==> src/design/acr_pkg.sv <==
// Shared types, constants and helpers for the auto-ranging current sequencer.
`default_nettype none

package acr_pkg;

    localparam int SAMPLE_W   = 15;
    localparam int CUR_W      = 16;
    localparam int GAIN_W     = 2;
    localparam int PIN_W      = 6;
    localparam int CFG_IDX_W  = 2;
    localparam int CFG_DATA_W = 13;
    localparam int LEN_W      = 5;
    localparam int DEAD_W     = 13;

    localparam int MAX_LEN_S_DEF = 20;

    localparam logic [CFG_IDX_W-1:0] CFG_ENABLE = 2'd0;
    localparam logic [CFG_IDX_W-1:0] CFG_LEN    = 2'd1;
    localparam logic [CFG_IDX_W-1:0] CFG_DEAD   = 2'd2;

    localparam logic [LEN_W-1:0]  LEN_RESET  = 5'd1;
    localparam logic [DEAD_W-1:0] DEAD_RESET = 13'd20;

    localparam int MS_PER_S     = 1000;
    localparam int TICK_MS      = 10;
    localparam int ZERO_END_OFS = 5;
    localparam int DEAD_MIN     = 20;

    localparam logic [SAMPLE_W-1:0] MAX_HIGH_LIM = 15'd16000;
    localparam logic [SAMPLE_W-1:0] MIN_LOW_LIM  = 15'd380;
    localparam logic [SAMPLE_W-1:0] MIN_INIT     = 15'd17000;
    localparam logic [CUR_W-1:0]    CUR_HIGH_LIM = 16'd8000;
    localparam logic [CUR_W-1:0]    CUR_LOW_LIM  = 16'd320;

    localparam logic [PIN_W-1:0] PIN_MASK  = 6'h38;
    localparam logic [PIN_W-1:0] PIN_RELAY = 6'h08;
    localparam logic [PIN_W-1:0] GAIN_PIN1 = 6'h20;
    localparam logic [PIN_W-1:0] GAIN_PIN2 = 6'h10;
    localparam logic [PIN_W-1:0] GAIN_PIN3 = 6'h30;

    localparam logic [GAIN_W-1:0] GAIN_0 = 2'd0;
    localparam logic [GAIN_W-1:0] GAIN_1 = 2'd1;
    localparam logic [GAIN_W-1:0] GAIN_2 = 2'd2;
    localparam logic [GAIN_W-1:0] GAIN_3 = 2'd3;

    typedef enum logic [2:0] {
        S_IDLE,
        S_STEP,
        S_DIV_SIG,
        S_DIV_ZERO,
        S_OUT
    } seq_state_t;

    function automatic logic [PIN_W-1:0] gain_pins(input logic [GAIN_W-1:0] g);
        logic [PIN_W-1:0] m;
        case (g)
            GAIN_1:  m = GAIN_PIN1;
            GAIN_2:  m = GAIN_PIN2;
            GAIN_3:  m = GAIN_PIN3;
            default: m = '0;
        endcase
        return m & PIN_MASK;
    endfunction

endpackage

`default_nettype wire

==> src/design/autoranging_current_measure_sequencer.sv <==
// Top level: tick sequencer, phase accumulators, gain ranging and result register.
//
// One item is one 10 ms tick with its converter sample; every tick yields one result item.
// A tick passes from acceptance through S_STEP and S_OUT to the output register; the tick
// closing a measurement cycle with samples in both phases also passes S_DIV_SIG and
// S_DIV_ZERO, where the one bit-serial divider forms both phase averages, one quotient bit
// a cycle. The block takes no new tick until the current one has been placed in the output
// register; a waiting result holds the next tick in S_OUT but does not hold off its acceptance.
// Configuration is taken at any time and the length and dead time are latched at each cycle start.
`default_nettype none

module autoranging_current_measure_sequencer
    import acr_pkg::*;
#(
    parameter int MAX_LEN_S = MAX_LEN_S_DEF
)
(
    input  wire logic                  clk,
    input  wire logic                  rst_n,
    input  wire logic                  in_valid,
    output logic                       in_ready,
    input  wire logic [SAMPLE_W-1:0]   adc_sample,
    output logic                       out_valid,
    input  wire logic                  out_ready,
    output logic [PIN_W-1:0]           pin_code,
    output logic                       pin_write,
    output logic                       ready_res,
    output logic signed [CUR_W-1:0]    current_value,
    output logic [SAMPLE_W-1:0]        signal_average,
    output logic [SAMPLE_W-1:0]        zero_average,
    output logic [GAIN_W-1:0]          gain_code,
    input  wire logic                  cfg_valid,
    output logic                       cfg_ready,
    input  wire logic [CFG_IDX_W-1:0]  cfg_index,
    input  wire logic [CFG_DATA_W-1:0] cfg_data
);

    localparam int TIME_W = $clog2(MAX_LEN_S * MS_PER_S);
    localparam int CALC_W = (TIME_W + 1 > DEAD_W) ? TIME_W + 1 : DEAD_W;
    localparam int CNT_W  = $clog2(MAX_LEN_S * 100 + 1);
    localparam int SUM_W  = SAMPLE_W + CNT_W;

    seq_state_t state_reg, state_next;

    logic               en_reg, en_next;
    logic [LEN_W-1:0]   len_reg, len_next;
    logic [DEAD_W-1:0]  dead_reg, dead_next;

    logic [SAMPLE_W-1:0] sample_reg;

    logic [TIME_W-1:0] elapsed_reg, elapsed_next;
    logic [TIME_W-1:0] zero_dead_reg, zero_dead_next;
    logic [TIME_W-1:0] zero_end_reg, zero_end_next;
    logic [TIME_W-1:0] sig_dead_reg, sig_dead_next;
    logic [TIME_W-1:0] sig_end_reg, sig_end_next;
    logic [GAIN_W-1:0] gain_reg, gain_next;

    logic [SUM_W-1:0]    zero_sum_reg, zero_sum_next, sig_sum_reg, sig_sum_next;
    logic [CNT_W-1:0]    zero_cnt_reg, zero_cnt_next, sig_cnt_reg, sig_cnt_next;
    logic [SAMPLE_W-1:0] zero_max_reg, zero_max_next, zero_min_reg, zero_min_next;
    logic [SAMPLE_W-1:0] sig_max_reg, sig_max_next, sig_min_reg, sig_min_next;

    logic signed [CUR_W-1:0] last_cur_reg, last_cur_next;
    logic [SAMPLE_W-1:0]     last_sig_reg, last_sig_next, last_zero_reg, last_zero_next;

    logic [PIN_W-1:0] res_pin_reg, res_pin_next;
    logic             res_wr_reg, res_wr_next, res_rdy_reg, res_rdy_next;

    logic                    out_valid_reg, out_valid_next;
    logic [PIN_W-1:0]        out_pin_reg;
    logic                    out_wr_reg, out_rdy_reg;
    logic signed [CUR_W-1:0] out_cur_reg;
    logic [SAMPLE_W-1:0]     out_sig_reg, out_zero_reg;
    logic [GAIN_W-1:0]       out_gain_reg;

    logic              div_start, div_done, out_load;
    logic [SUM_W-1:0]  div_dividend, div_quotient;
    logic [CNT_W-1:0]  div_divisor;

    logic [TIME_W:0] el_inc;
    logic            in_zero, in_sig, tick_finish, have_samples;
    logic [CUR_W-1:0] cur_mag;
    logic            range_high, range_low;
    logic [GAIN_W-1:0] gain_ranged;

    logic [CALC_W-1:0] len_c, lms_c, half_c, dt_c;

    // phase boundaries from the current configuration, latched at cycle start
    always_comb
    begin
        len_c = CALC_W'(len_reg);
        if (len_c == '0)
            len_c = CALC_W'(1);
        if (len_c > CALC_W'(MAX_LEN_S))
            len_c = CALC_W'(MAX_LEN_S);
        lms_c  = len_c * CALC_W'(MS_PER_S);
        half_c = lms_c >> 1;
        dt_c   = CALC_W'(dead_reg);
        if (dt_c > (lms_c >> 2))
            dt_c = lms_c >> 2;
        if (dt_c < CALC_W'(DEAD_MIN))
            dt_c = CALC_W'(DEAD_MIN);
    end

    // gain ranging on the previous cycle's extremes and result
    always_comb
    begin
        cur_mag    = last_cur_reg[CUR_W-1] ? CUR_W'(-last_cur_reg) : CUR_W'(last_cur_reg);
        range_high = (sig_max_reg > MAX_HIGH_LIM) || (zero_max_reg > MAX_HIGH_LIM)
                     || (cur_mag > CUR_HIGH_LIM);
        range_low  = (sig_min_reg < MIN_LOW_LIM) || (zero_min_reg < MIN_LOW_LIM)
                     || (cur_mag < CUR_LOW_LIM);
        gain_ranged = gain_reg;
        case (gain_reg)
            GAIN_3:
            begin
                if (range_high)
                    gain_ranged = GAIN_2;
            end
            GAIN_2:
            begin
                if (range_high)
                    gain_ranged = GAIN_1;
                else if (range_low)
                    gain_ranged = GAIN_3;
            end
            GAIN_1:
            begin
                if (range_high)
                    gain_ranged = GAIN_0;
                else if (range_low)
                    gain_ranged = GAIN_2;
            end
            default:
            begin
                if (range_low)
                    gain_ranged = GAIN_1;
            end
        endcase
    end

    assign el_inc       = {1'b0, elapsed_reg} + (TIME_W + 1)'(TICK_MS);
    assign in_zero      = el_inc < {1'b0, zero_end_reg};
    assign in_sig       = el_inc < {1'b0, sig_end_reg};
    assign tick_finish  = en_reg && (elapsed_reg != '0) && !in_zero && !in_sig;
    assign have_samples = (sig_cnt_reg != '0) && (zero_cnt_reg != '0);

    // sequencer: next state
    always_comb
    begin
        state_next = state_reg;
        case (state_reg)
            S_IDLE:
            begin
                if (in_valid)
                    state_next = S_STEP;
            end
            S_STEP:
            begin
                if (tick_finish && have_samples)
                    state_next = S_DIV_SIG;
                else
                    state_next = S_OUT;
            end
            S_DIV_SIG:
            begin
                if (div_done)
                    state_next = S_DIV_ZERO;
            end
            S_DIV_ZERO:
            begin
                if (div_done)
                    state_next = S_OUT;
            end
            S_OUT:
            begin
                if (!out_valid_reg || out_ready)
                    state_next = S_IDLE;
            end
            default: state_next = S_IDLE;
        endcase
    end

    // sequencer: control outputs
    always_comb
    begin
        in_ready  = 1'b0;
        div_start = 1'b0;
        out_load  = 1'b0;
        case (state_reg)
            S_IDLE:     in_ready  = 1'b1;
            S_STEP:     div_start = tick_finish && have_samples;
            S_DIV_SIG:  div_start = div_done;
            S_OUT:      out_load  = !out_valid_reg || out_ready;
            default:    ;
        endcase
    end

    assign div_dividend = (state_reg == S_DIV_SIG) ? zero_sum_reg : sig_sum_reg;
    assign div_divisor  = (state_reg == S_DIV_SIG) ? zero_cnt_reg : sig_cnt_reg;

    acr_div #(
        .DIVIDEND_W (SUM_W),
        .DIVISOR_W  (CNT_W)
    ) u_div (
        .clk      (clk),
        .rst_n    (rst_n),
        .start    (div_start),
        .dividend (div_dividend),
        .divisor  (div_divisor),
        .done     (div_done),
        .quotient (div_quotient)
    );

    // configuration writes
    always_comb
    begin
        en_next   = en_reg;
        len_next  = len_reg;
        dead_next = dead_reg;
        if (cfg_valid)
        begin
            case (cfg_index)
                CFG_ENABLE: en_next   = cfg_data[0];
                CFG_LEN:    len_next  = cfg_data[LEN_W-1:0];
                CFG_DEAD:   dead_next = cfg_data[DEAD_W-1:0];
                default:    ;
            endcase
        end
    end

    assign cfg_ready = 1'b1;

    // tick datapath
    always_comb
    begin
        elapsed_next   = elapsed_reg;
        zero_dead_next = zero_dead_reg;
        zero_end_next  = zero_end_reg;
        sig_dead_next  = sig_dead_reg;
        sig_end_next   = sig_end_reg;
        gain_next      = gain_reg;
        zero_sum_next  = zero_sum_reg;
        zero_cnt_next  = zero_cnt_reg;
        zero_max_next  = zero_max_reg;
        zero_min_next  = zero_min_reg;
        sig_sum_next   = sig_sum_reg;
        sig_cnt_next   = sig_cnt_reg;
        sig_max_next   = sig_max_reg;
        sig_min_next   = sig_min_reg;
        last_cur_next  = last_cur_reg;
        last_sig_next  = last_sig_reg;
        last_zero_next = last_zero_reg;
        res_pin_next   = res_pin_reg;
        res_wr_next    = res_wr_reg;
        res_rdy_next   = res_rdy_reg;

        if (state_reg == S_STEP)
        begin
            res_pin_next = '0;
            res_wr_next  = 1'b0;
            res_rdy_next = 1'b0;
            if (en_reg)
            begin
                if (elapsed_reg == '0)
                begin
                    gain_next      = gain_ranged;
                    elapsed_next   = TIME_W'(1);
                    zero_dead_next = TIME_W'(dt_c);
                    zero_end_next  = TIME_W'(half_c - CALC_W'(ZERO_END_OFS));
                    sig_dead_next  = TIME_W'(dt_c + half_c - CALC_W'(TICK_MS));
                    sig_end_next   = TIME_W'(lms_c - CALC_W'(TICK_MS));
                    zero_sum_next  = '0;
                    zero_cnt_next  = '0;
                    zero_max_next  = '0;
                    zero_min_next  = MIN_INIT;
                    sig_sum_next   = '0;
                    sig_cnt_next   = '0;
                    sig_max_next   = '0;
                    sig_min_next   = MIN_INIT;
                end
                else if (in_zero)
                begin
                    elapsed_next = el_inc[TIME_W-1:0];
                    res_pin_next = gain_pins(gain_reg);
                    res_wr_next  = 1'b1;
                    if (el_inc >= {1'b0, zero_dead_reg})
                    begin
                        zero_sum_next = zero_sum_reg + SUM_W'(sample_reg);
                        zero_cnt_next = zero_cnt_reg + CNT_W'(1);
                        if (sample_reg > zero_max_reg)
                            zero_max_next = sample_reg;
                        if (sample_reg < zero_min_reg)
                            zero_min_next = sample_reg;
                    end
                end
                else if (in_sig)
                begin
                    elapsed_next = el_inc[TIME_W-1:0];
                    res_pin_next = (gain_pins(gain_reg) | PIN_RELAY) & PIN_MASK;
                    res_wr_next  = 1'b1;
                    if (el_inc >= {1'b0, sig_dead_reg})
                    begin
                        sig_sum_next = sig_sum_reg + SUM_W'(sample_reg);
                        sig_cnt_next = sig_cnt_reg + CNT_W'(1);
                        if (sample_reg > sig_max_reg)
                            sig_max_next = sample_reg;
                        if (sample_reg < sig_min_reg)
                            sig_min_next = sample_reg;
                    end
                end
                else
                begin
                    elapsed_next = '0;
                    res_pin_next = gain_pins(gain_reg);
                    res_wr_next  = 1'b1;
                    res_rdy_next = 1'b1;
                    // a phase without samples gives an all-zero result
                    if (!have_samples)
                    begin
                        last_cur_next  = '0;
                        last_sig_next  = '0;
                        last_zero_next = '0;
                    end
                end
            end
        end
        else if (state_reg == S_DIV_SIG && div_done)
        begin
            last_sig_next = div_quotient[SAMPLE_W-1:0];
        end
        else if (state_reg == S_DIV_ZERO && div_done)
        begin
            last_zero_next = div_quotient[SAMPLE_W-1:0];
            last_cur_next  = signed'(CUR_W'({1'b0, last_sig_reg}))
                             - signed'(CUR_W'({1'b0, div_quotient[SAMPLE_W-1:0]}));
        end
    end

    always_comb
    begin
        out_valid_next = out_valid_reg;
        if (out_load)
            out_valid_next = 1'b1;
        else if (out_ready)
            out_valid_next = 1'b0;
    end

    always_ff @(posedge clk or negedge rst_n)
    begin
        if (!rst_n)
        begin
            state_reg     <= S_IDLE;
            en_reg        <= 1'b0;
            len_reg       <= LEN_RESET;
            dead_reg      <= DEAD_RESET;
            elapsed_reg   <= '0;
            zero_dead_reg <= '0;
            zero_end_reg  <= '0;
            sig_dead_reg  <= '0;
            sig_end_reg   <= '0;
            gain_reg      <= GAIN_0;
            zero_sum_reg  <= '0;
            zero_cnt_reg  <= '0;
            zero_max_reg  <= '0;
            zero_min_reg  <= '0;
            sig_sum_reg   <= '0;
            sig_cnt_reg   <= '0;
            sig_max_reg   <= '0;
            sig_min_reg   <= '0;
            last_cur_reg  <= '0;
            last_sig_reg  <= '0;
            last_zero_reg <= '0;
            out_valid_reg <= 1'b0;
        end
        else
        begin
            state_reg     <= state_next;
            en_reg        <= en_next;
            len_reg       <= len_next;
            dead_reg      <= dead_next;
            elapsed_reg   <= elapsed_next;
            zero_dead_reg <= zero_dead_next;
            zero_end_reg  <= zero_end_next;
            sig_dead_reg  <= sig_dead_next;
            sig_end_reg   <= sig_end_next;
            gain_reg      <= gain_next;
            zero_sum_reg  <= zero_sum_next;
            zero_cnt_reg  <= zero_cnt_next;
            zero_max_reg  <= zero_max_next;
            zero_min_reg  <= zero_min_next;
            sig_sum_reg   <= sig_sum_next;
            sig_cnt_reg   <= sig_cnt_next;
            sig_max_reg   <= sig_max_next;
            sig_min_reg   <= sig_min_next;
            last_cur_reg  <= last_cur_next;
            last_sig_reg  <= last_sig_next;
            last_zero_reg <= last_zero_next;
            out_valid_reg <= out_valid_next;
        end
    end

    always_ff @(posedge clk)
    begin
        if (in_valid && in_ready)
            sample_reg <= adc_sample;
        res_pin_reg <= res_pin_next;
        res_wr_reg  <= res_wr_next;
        res_rdy_reg <= res_rdy_next;
        if (out_load)
        begin
            out_pin_reg  <= res_pin_reg;
            out_wr_reg   <= res_wr_reg;
            out_rdy_reg  <= res_rdy_reg;
            out_cur_reg  <= last_cur_reg;
            out_sig_reg  <= last_sig_reg;
            out_zero_reg <= last_zero_reg;
            out_gain_reg <= gain_reg;
        end
    end

    assign out_valid      = out_valid_reg;
    assign pin_code       = out_pin_reg;
    assign pin_write      = out_wr_reg;
    assign ready_res      = out_rdy_reg;
    assign current_value  = out_cur_reg;
    assign signal_average = out_sig_reg;
    assign zero_average   = out_zero_reg;
    assign gain_code      = out_gain_reg;

    a_done_in_div: assert property (@(posedge clk) disable iff (!rst_n)
        div_done |-> (state_reg == S_DIV_SIG || state_reg == S_DIV_ZERO))
        else $error("divider finished outside a division state");

    a_elapsed_bound: assert property (@(posedge clk) disable iff (!rst_n)
        (elapsed_reg != '0) |-> ({1'b0, elapsed_reg} < {1'b0, sig_end_reg}
                                 + (TIME_W + 1)'(TICK_MS)))
        else $error("elapsed time ran past the end of the cycle");

    a_zero_extremes: assert property (@(posedge clk) disable iff (!rst_n)
        (zero_cnt_reg != '0) |-> (zero_min_reg <= zero_max_reg))
        else $error("zero phase min above max with samples taken");

    a_ready_writes: assert property (@(posedge clk) disable iff (!rst_n)
        (out_valid && ready_res) |-> pin_write)
        else $error("result flagged ready without a pin write");

endmodule

`default_nettype wire

==> src/design/acr_div.sv <==
// Bit-serial restoring divider shared by both phase averages.
`default_nettype none

module acr_div
    import acr_pkg::*;
#(
    parameter int DIVIDEND_W = 26,
    parameter int DIVISOR_W  = 11
)
(
    input  wire logic                  clk,
    input  wire logic                  rst_n,
    input  wire logic                  start,
    input  wire logic [DIVIDEND_W-1:0] dividend,
    input  wire logic [DIVISOR_W-1:0]  divisor,
    output logic                       done,
    output logic [DIVIDEND_W-1:0]      quotient
);

    localparam int STEP_W = (DIVIDEND_W > 1) ? $clog2(DIVIDEND_W) : 1;

    logic                  busy_reg, busy_next;
    logic                  done_reg, done_next;
    logic [STEP_W-1:0]     step_reg, step_next;
    logic [DIVIDEND_W-1:0] quo_reg, quo_next;
    logic [DIVISOR_W-1:0]  rem_reg, rem_next;
    logic [DIVISOR_W-1:0]  dsr_reg, dsr_next;
    logic [DIVISOR_W:0]    trial;

    always_comb
    begin
        trial     = {rem_reg, quo_reg[DIVIDEND_W-1]};
        busy_next = busy_reg;
        done_next = 1'b0;
        step_next = step_reg;
        quo_next  = quo_reg;
        rem_next  = rem_reg;
        dsr_next  = dsr_reg;
        if (start)
        begin
            busy_next = 1'b1;
            step_next = STEP_W'(DIVIDEND_W - 1);
            quo_next  = dividend;
            rem_next  = '0;
            dsr_next  = divisor;
        end
        else if (busy_reg)
        begin
            if (trial >= {1'b0, dsr_reg})
            begin
                rem_next = DIVISOR_W'(trial - {1'b0, dsr_reg});
                quo_next = {quo_reg[DIVIDEND_W-2:0], 1'b1};
            end
            else
            begin
                rem_next = trial[DIVISOR_W-1:0];
                quo_next = {quo_reg[DIVIDEND_W-2:0], 1'b0};
            end
            if (step_reg == '0)
            begin
                busy_next = 1'b0;
                done_next = 1'b1;
            end
            else
            begin
                step_next = step_reg - STEP_W'(1);
            end
        end
    end

    always_ff @(posedge clk or negedge rst_n)
    begin
        if (!rst_n)
        begin
            busy_reg <= 1'b0;
            done_reg <= 1'b0;
            step_reg <= '0;
        end
        else
        begin
            busy_reg <= busy_next;
            done_reg <= done_next;
            step_reg <= step_next;
        end
    end

    always_ff @(posedge clk)
    begin
        quo_reg <= quo_next;
        rem_reg <= rem_next;
        dsr_reg <= dsr_next;
    end

    assign done     = done_reg;
    assign quotient = quo_reg;

endmodule

`default_nettype wire
==> config.mk <==
export PLATFORM = sky130hd
export DESIGN_NAME = autoranging_current_measure_sequencer
export DESIGN_NICKNAME = d
export VERILOG_FILES = /design/src/design/acr_pkg.sv /design/src/design/autoranging_current_measure_sequencer.sv /design/src/design/acr_div.sv
export SDC_FILE = /design/constraint.sdc
export NUM_CORES = 1
export LEC_CHECK = 0
export BUFFER_PORTS_ARGS = -buffer_cell sky130_fd_sc_hd__buf_2
export CORE_MARGIN = 5
export CORE_UTILIZATION = 42
export DETAILED_ROUTE_END_ITERATION = 12
export PLACE_DENSITY = 0.58
export SLEW_MARGIN = 20
export SYNTH_ARGS = -nofsm -noshare
export SYNTH_HDL_FRONTEND = slang
export SYNTH_SLANG_ARGS = --single-unit
export TNS_END_PERCENT = 20
==> constraint.sdc <==
create_clock -name clk -period 8.35 [get_ports clk]
set_input_delay 1.67 -clock clk [delete_from_list [all_inputs] [get_ports clk]]
set_output_delay 1.67 -clock clk [all_outputs]
set_load 0.01 [all_outputs]
# Word level (Yosys, flattened, before mapping)
# Index checks and enable logic that the tools add are counted.
op_classes:
  n_addsub: 13
  eq_ne: 24
  magnitude_cmp: 18
  n_mux: 96
  multipliers: 1
  n_bitwise: 1
  n_reduce_logical: 55
ops:
  columns: ["cell", "n"]
  rows:
  - ["two-way mux 15 bit", 31]
  - ["two-way mux 26 bit", 10]
  - ["two-way mux 16 bit", 9]
  - ["two-way mux 11 bit", 9]
  - ["adder 26 x 15 -> 26 bit", 2]
  - ["greater-or-equal comparator 16 x 15 -> 1 bit", 2]
  - ["< comparator 16 x 15 -> 1 bit", 2]
  - ["> comparator 15 x 14 -> 1 bit, second input constant", 2]
  - ["> comparator 15 bit", 2]
  - ["< comparator 15 bit", 2]
  - ["< comparator 15 x 9 -> 1 bit, second input constant", 2]
  - ["subtractor 15 x 4 -> 15 bit, second input constant", 2]
  - ["two-way mux 5 bit", 5]
  - ["nonzero test 2 bit", 12]
  - ["adder 11 x 1 -> 11 bit, second input constant", 2]
  - ["nonzero test 11 bit", 2]
  - ["inequality test 2 bit, second input constant", 10]
  - ["one-hot mux 6 bit (3 select lines)", 1]
  - ["AND reduction 6 bit", 3]
  - ["adder 15 x 4 -> 16 bit, second input constant", 1]
  - ["> comparator 16 x 13 -> 1 bit, second input constant", 1]
  - ["> comparator 16 x 5 -> 1 bit, second input constant", 1]
  - ["< comparator 16 x 9 -> 1 bit, second input constant", 1]
  - ["negator 16 bit", 1]
  - ["42 further kinds", 93]
word_totals:
  reg_bits: 414
  output_inout_bits: 59

# Logic depth before layout (Yosys ltp)
logic_depth:
  word_depth: 11
  mapped_depth: 35

# Hierarchy
# Synthesis repeated with hierarchy kept, for this count alone.
hier_totals:
  cells_unflattened: 2283
  area_unflattened_um2: 23303.6
modules_own_cells:
  columns: ["mod", "area_per_inst_um2", "instances", "cells_per_inst"]
  rows:
  - ["autoranging_current_measure_sequencer", 20430.8, 1, 2047]
  - ["acr_div", 2872.8, 1, 236]

# Worst setup path after synthesis
# OpenSTA, ideal clock, no wires.
synth_path:
  path_type: "register to register"
  startpoint: "register len_reg[4]"
  endpoint: "register sig_dead_reg[14]"
  path_slack_ns: 0.817
  t_arrival_ns: 7.396
  setup_time_ns: 0.136
  path_stages_with_launch: 35
  path_cell_list: "dfrtp_1 -> nor2_1 -> nor2_1 -> o32ai_1 -> inv_1 -> fa_1 -> inv_1 -> ha_1 -> nand2_1 -> o211ai_1 -> a21o_1 -> a21oi_1 -> xnor2_1 -> inv_1 -> ha_1 -> a31oi_1 -> o21a_1 -> a21oi_2 -> maj3_4 -> buf_6 -> mux2i_1 -> and2_1 -> ha_1 -> inv_1 -> ha_1 -> fa_1 -> a21o_1 -> a21o_1 -> a21o_1 -> a21o_1 -> a21oi_1 -> o21ai_0 -> o41ai_1 -> xnor2_1 -> o21ai_0"
synth_via:
  elab_chain_cells: 11
synth_rtl:
  columns: ["item", "line", "text"]
  rows:
  - ["start, declared", "autoranging_current_measure_sequencer.sv:46", "logic [LEN_W-1:0] len_reg, len_next;"]
  - ["start signal, assigned", "autoranging_current_measure_sequencer.sv:380", "len_reg <= len_next;"]
  - ["zero test 5 bit", "autoranging_current_measure_sequencer.sv:92", "if (len_c == '0)"]
  - ["two-way mux 5 bit *", "autoranging_current_measure_sequencer.sv:92", null]
  - ["> comparator 16 x 5 -> 1 bit", "autoranging_current_measure_sequencer.sv:94", "if (len_c > CALC_W'(MAX_LEN_S))"]
  - ["two-way mux 5 bit *", "autoranging_current_measure_sequencer.sv:94", null]
  - ["net len_c[0]", "autoranging_current_measure_sequencer.sv:86", "logic [CALC_W-1:0] len_c, lms_c, half_c, dt_c;"]
  - ["multiplier 5 x 7 -> 12 bit *", "autoranging_current_measure_sequencer.sv:96", "lms_c = len_c * CALC_W'(MS_PER_S);"]
  - ["> comparator 13 bit", "autoranging_current_measure_sequencer.sv:99", "if (dt_c > (lms_c >> 2))"]
  - ["two-way mux 13 bit", "autoranging_current_measure_sequencer.sv:99", null]
  - ["< comparator 14 x 5 -> 1 bit", "autoranging_current_measure_sequencer.sv:101", "if (dt_c < CALC_W'(DEAD_MIN))"]
  - ["two-way mux 14 bit", "autoranging_current_measure_sequencer.sv:101", null]
  - ["adder 14 x 14 -> 15 bit *", "autoranging_current_measure_sequencer.sv:271", "sig_dead_next = TIME_W'(dt_c + half_c - CALC_W'(TICK_MS));"]
  - ["subtractor 15 x 4 -> 15 bit *", "autoranging_current_measure_sequencer.sv:271", null]
  - ["end signal, assigned", "autoranging_current_measure_sequencer.sv:385", "sig_dead_reg <= sig_dead_next;"]
  - ["end, declared", "autoranging_current_measure_sequencer.sv:54", "logic [TIME_W-1:0] sig_dead_reg, sig_dead_next;"]
# The timed path passes the listed nets; every way through them passes the cells marked *.
# A chain may end at the register's enable or synchronous reset.

# Worst setup path after layout
layout_path:
  startpoint: "register len_reg[4]"
  endpoint: "register sig_dead_reg[14]"
layout_via:
  elab_chain_cells: 11
layout_rtl:
  columns: ["item", "line"]
  rows:
  - ["zero test 5 bit", "autoranging_current_measure_sequencer.sv:92"]
  - ["two-way mux 5 bit *", "autoranging_current_measure_sequencer.sv:92"]
  - ["> comparator 16 x 5 -> 1 bit", "autoranging_current_measure_sequencer.sv:94"]
  - ["two-way mux 5 bit *", "autoranging_current_measure_sequencer.sv:94"]
  - ["multiplier 5 x 7 -> 12 bit *", "autoranging_current_measure_sequencer.sv:96"]
  - ["> comparator 13 bit", "autoranging_current_measure_sequencer.sv:99"]
  - ["two-way mux 13 bit", "autoranging_current_measure_sequencer.sv:99"]
  - ["< comparator 14 x 5 -> 1 bit", "autoranging_current_measure_sequencer.sv:101"]
  - ["two-way mux 14 bit", "autoranging_current_measure_sequencer.sv:101"]
  - ["adder 14 x 14 -> 15 bit *", "autoranging_current_measure_sequencer.sv:271"]
  - ["subtractor 15 x 4 -> 15 bit *", "autoranging_current_measure_sequencer.sv:271"]
# Mark *: on every way between the ends. The rest lies on a longest branch, timed or not.

==> flow_summary_export.csv <==
group,metric,value,unit
floorplanning,die_h,245.1,um
global_routing,grt-ovfl-total,0,
global_routing,grt_pass1_vias,18160,
timing,max_slew_margin,30.36,%
synthesis,synth_top_area_cell,"dfrtp_1",
detailed_routing,dr_total_vias,17460,
clock_network,cts_root_buffer,"clkbuf_16",
critical_path,worstPathRequired,8790,ps
power,ir_drop,0.4155,mV
clock_network,clk_latency,590,ps
global_routing,grtUsageTotal,19.15,%
clock_network,cts.sink_count,389,
timing,post-route-period-util,93.23,%
critical_path,endpoint_kind,"register",
synthesis,synthDominantCellAreaShare,28.58,%
layout,diodes,0,
global_routing,grt_pass1_wl,94790,um
critical_path,cp_slowest_cell,"fa_1",
synthesis,yosys-top-cells-area,"dfrtp_1 (29%), edfxtp_1 (14%), ha_1 (13%), inv_1 (3.8%), o21ai_0 (2.9%)",
floorplanning,fp.dieW,245.1,um
layout,stdcell_count,3131,
layout,final_core_util,47.34,%
detailed_routing,drc_errors,0,
synthesis,synth_area_per_cell,10.08,um^2
critical_path,critical_path.max_fanout,14,
timing,finalCriticalPeriod,7785,ps
synthesis,syn-instance-count,2301,
synthesis,synthFlopType,"dfrtp_1",
placed_design,gp_congestion,0.8574,
floorplanning,start_util,42.28,%
critical_path,timing.rr.start,"len_reg[4]",
layout,fill_cells,5202,
layout,multiInputGateArea,11800,um^2
critical_path,crit_start,"len_reg[4]",
clock_network,cts_buffers,46,
synthesis,ys_ff_latch,389,
placed_design,dp_cells,3041,
clock_network,cts_tree,"done",
placed_design,io_buffers,89,
timing,tightestPinTransition,1045,ps
global_routing,grt_max_degree,76,
timing,hold-worst-slack,417.3,ps
detailed_routing,via_per_inst,5.578,
detailed_routing,first_iter_violations,1092,
synthesis,async_flop_share,68.89,%
placed_design,place_ws,421.2,ps
timing,fmax,0.1285,GHz
critical_path,crit_top_cell,"a21o_1",
timing,finalSetupViolCount,0,
power,total_power,10.94,mW
critical_path,cp.arrival,8230,ps
layout,drive_gt1_share,10.67,%
min_path,hold_start,"res_wr_reg",
global_routing,antenna_found_initial,1,
timing,worst_slack,564.9,ps
power,powerDensity,421.0,nW/um^2
timing,hold_viol_final,0,
layout,syn_to_final_growth,11.95,%
critical_path,crit_type,"register to register",
clock_network,cts.clk_slew.worst_paths,60,ps
detailed_routing,postRouteAntennaNets,0,
power,leakage,11.75,nW
timing,finClkSkew,25.62,ps
synthesis,synth_cell_types,83,
run_status,status,"finished clean",
floorplanning,rows,86,
synthesis,ys_warn_count,0,
floorplanning,ioPinCount,94,
critical_path,setup.worst_path.start_class,"register",
layout,final_nets,2671,
timing,slew_viol_final,0,
placed_design,place_hpwl,41710,um
critical_path,cpPeakStageDelay,550,ps
min_path,min_path_type,"register to register",
synthesis,syn-cell-area,23200,um^2
job,max_cap_violations,0,
clock_network,max-clock-path-buffers,3,
detailed_routing,wl_per_cell,18.35,um
clock_network,cts_hold_buffers,0,
synthesis,synth_enable_flop_cells,110,
synthesis,seq_area_frac_synth,44.10,%
layout,regArea,10230,um^2
detailed_routing,drt_wl_total,57460,um
detailed_routing,firstDrtPassIters,5,
floorplanning,die_area,60050,um^2
floorplanning,core,54880,um^2
clock_network,htreeDepth,2,
## cells in the final DEF, fill, tap and decap left out, types with 57 or more instances in the layout
| cell type | count |
|---|---|
| buf_2 | 88 |
| inv_1 | 236 |
| dfrtp_1 | 265 |
| o21ai_0 | 134 |
| edfxtp_1 | 110 |
| xnor2_1 | 59 |
| a21oi_1 | 125 |
| ha_1 | 234 |
| nor2_1 | 132 |
| nand2_1 | 155 |
| a21o_1 | 57 |
## repair_timing
| action | CTS | global route |
|---|---|---|
| setup endpoints to repair | 0 | 4 |
| gates resized for setup | 0 | 3 |
| buffers inserted | 0 | 3 |
## power breakdown
group          switching, mW  internal (mW)
clock                  0.846           1.15
sequential             0.341           2.41
combinational           3.54           2.65
## layer usage
metal  vias up  track usage (%)  routed length (um)
li1       8533                -                   -
met1      8473            26.24               27000
met2       347            31.41               26360
met3       111            2.875                2518
met4         0            6.205                1582
met5         -                0                   0
## worst paths after layout
| kind | end | slack [ps] | depth (start not counted) |
|---|---|---|---|
| setup / recovery | sig_dead_reg[14] | 560 | 33 |
| setup reg to reg | sig_dead_reg[14] | 560 | 33 |
| max in group asynchronous | sig_max_reg[3] | 5870 | 2 |
| hold / removal | pin_write | 420 | 0 |
| hold reg to reg | pin_write | 420 | 0 |
| min in group asynchronous | u_div.step_reg[1] | 1050 | 1 |
## through the flow
step / TNS [ps] / cell area (um^2)
2_1_floorplan: 0 / 23210
3_3_place_gp: 0 / 24430
3_5_place_dp: 0 / 24430
4_1_cts: 0 / 25930
5_1_grt: -9.729 / 25980
6_report: 0 / 25980
## cells in the mapped netlist, drive strengths merged (26+ instances only)
cell,number
xnor2,60
nor3,38
nand3,51
nor2,133
edfxtp,110
nand2b,33
o21ai,139
mux2i,49
nand2,158
a21oi,126
ha,234
inv,237
o31ai,36
a22o,49
xor2,27
dfrtp,265
clkbuf,58
mux2,26
nand4,28
a21o,57
## worst max-delay path: cells and delay by family, from the launching register on
family,cells,cell delay [ps]
xor gates and xnor gates,2,320
DFF,1,490
adders and majority gates,8,2960
muxes,1,200
and+or+nand+nor,2,380
AOI/OAI and AO/OA,16,2820
buffers and inverters,4,440
## logic make-up after synthesis
logic type / Yosys count / share of synthesized area (%)
multiplexers: 75 / 3.392
buffers and inverters: 317 / 5.284
flip-flops: 389 / 44.10
AO/OA/AOI/OAI: 617 / 18.03
adder cells (fa/ha/maj): 248 / 13.80
AND/OR/NAND/NOR: 565 / 11.95
XOR/XNOR: 88 / 3.413
other: 2 / 0.03236
## layout make-up
type / count / share of cell area, %
inverter: 237 / 3.439
timing repair buffer: 118 / 2.591
clock inverter: 30 / 1.079
tap: 704 / 3.391
multi-input combinational: 1597 / 45.41
sequential: 389 / 39.39
clock buffer: 56 / 4.691
Note: power is estimated with default switching activity, not from simulation.
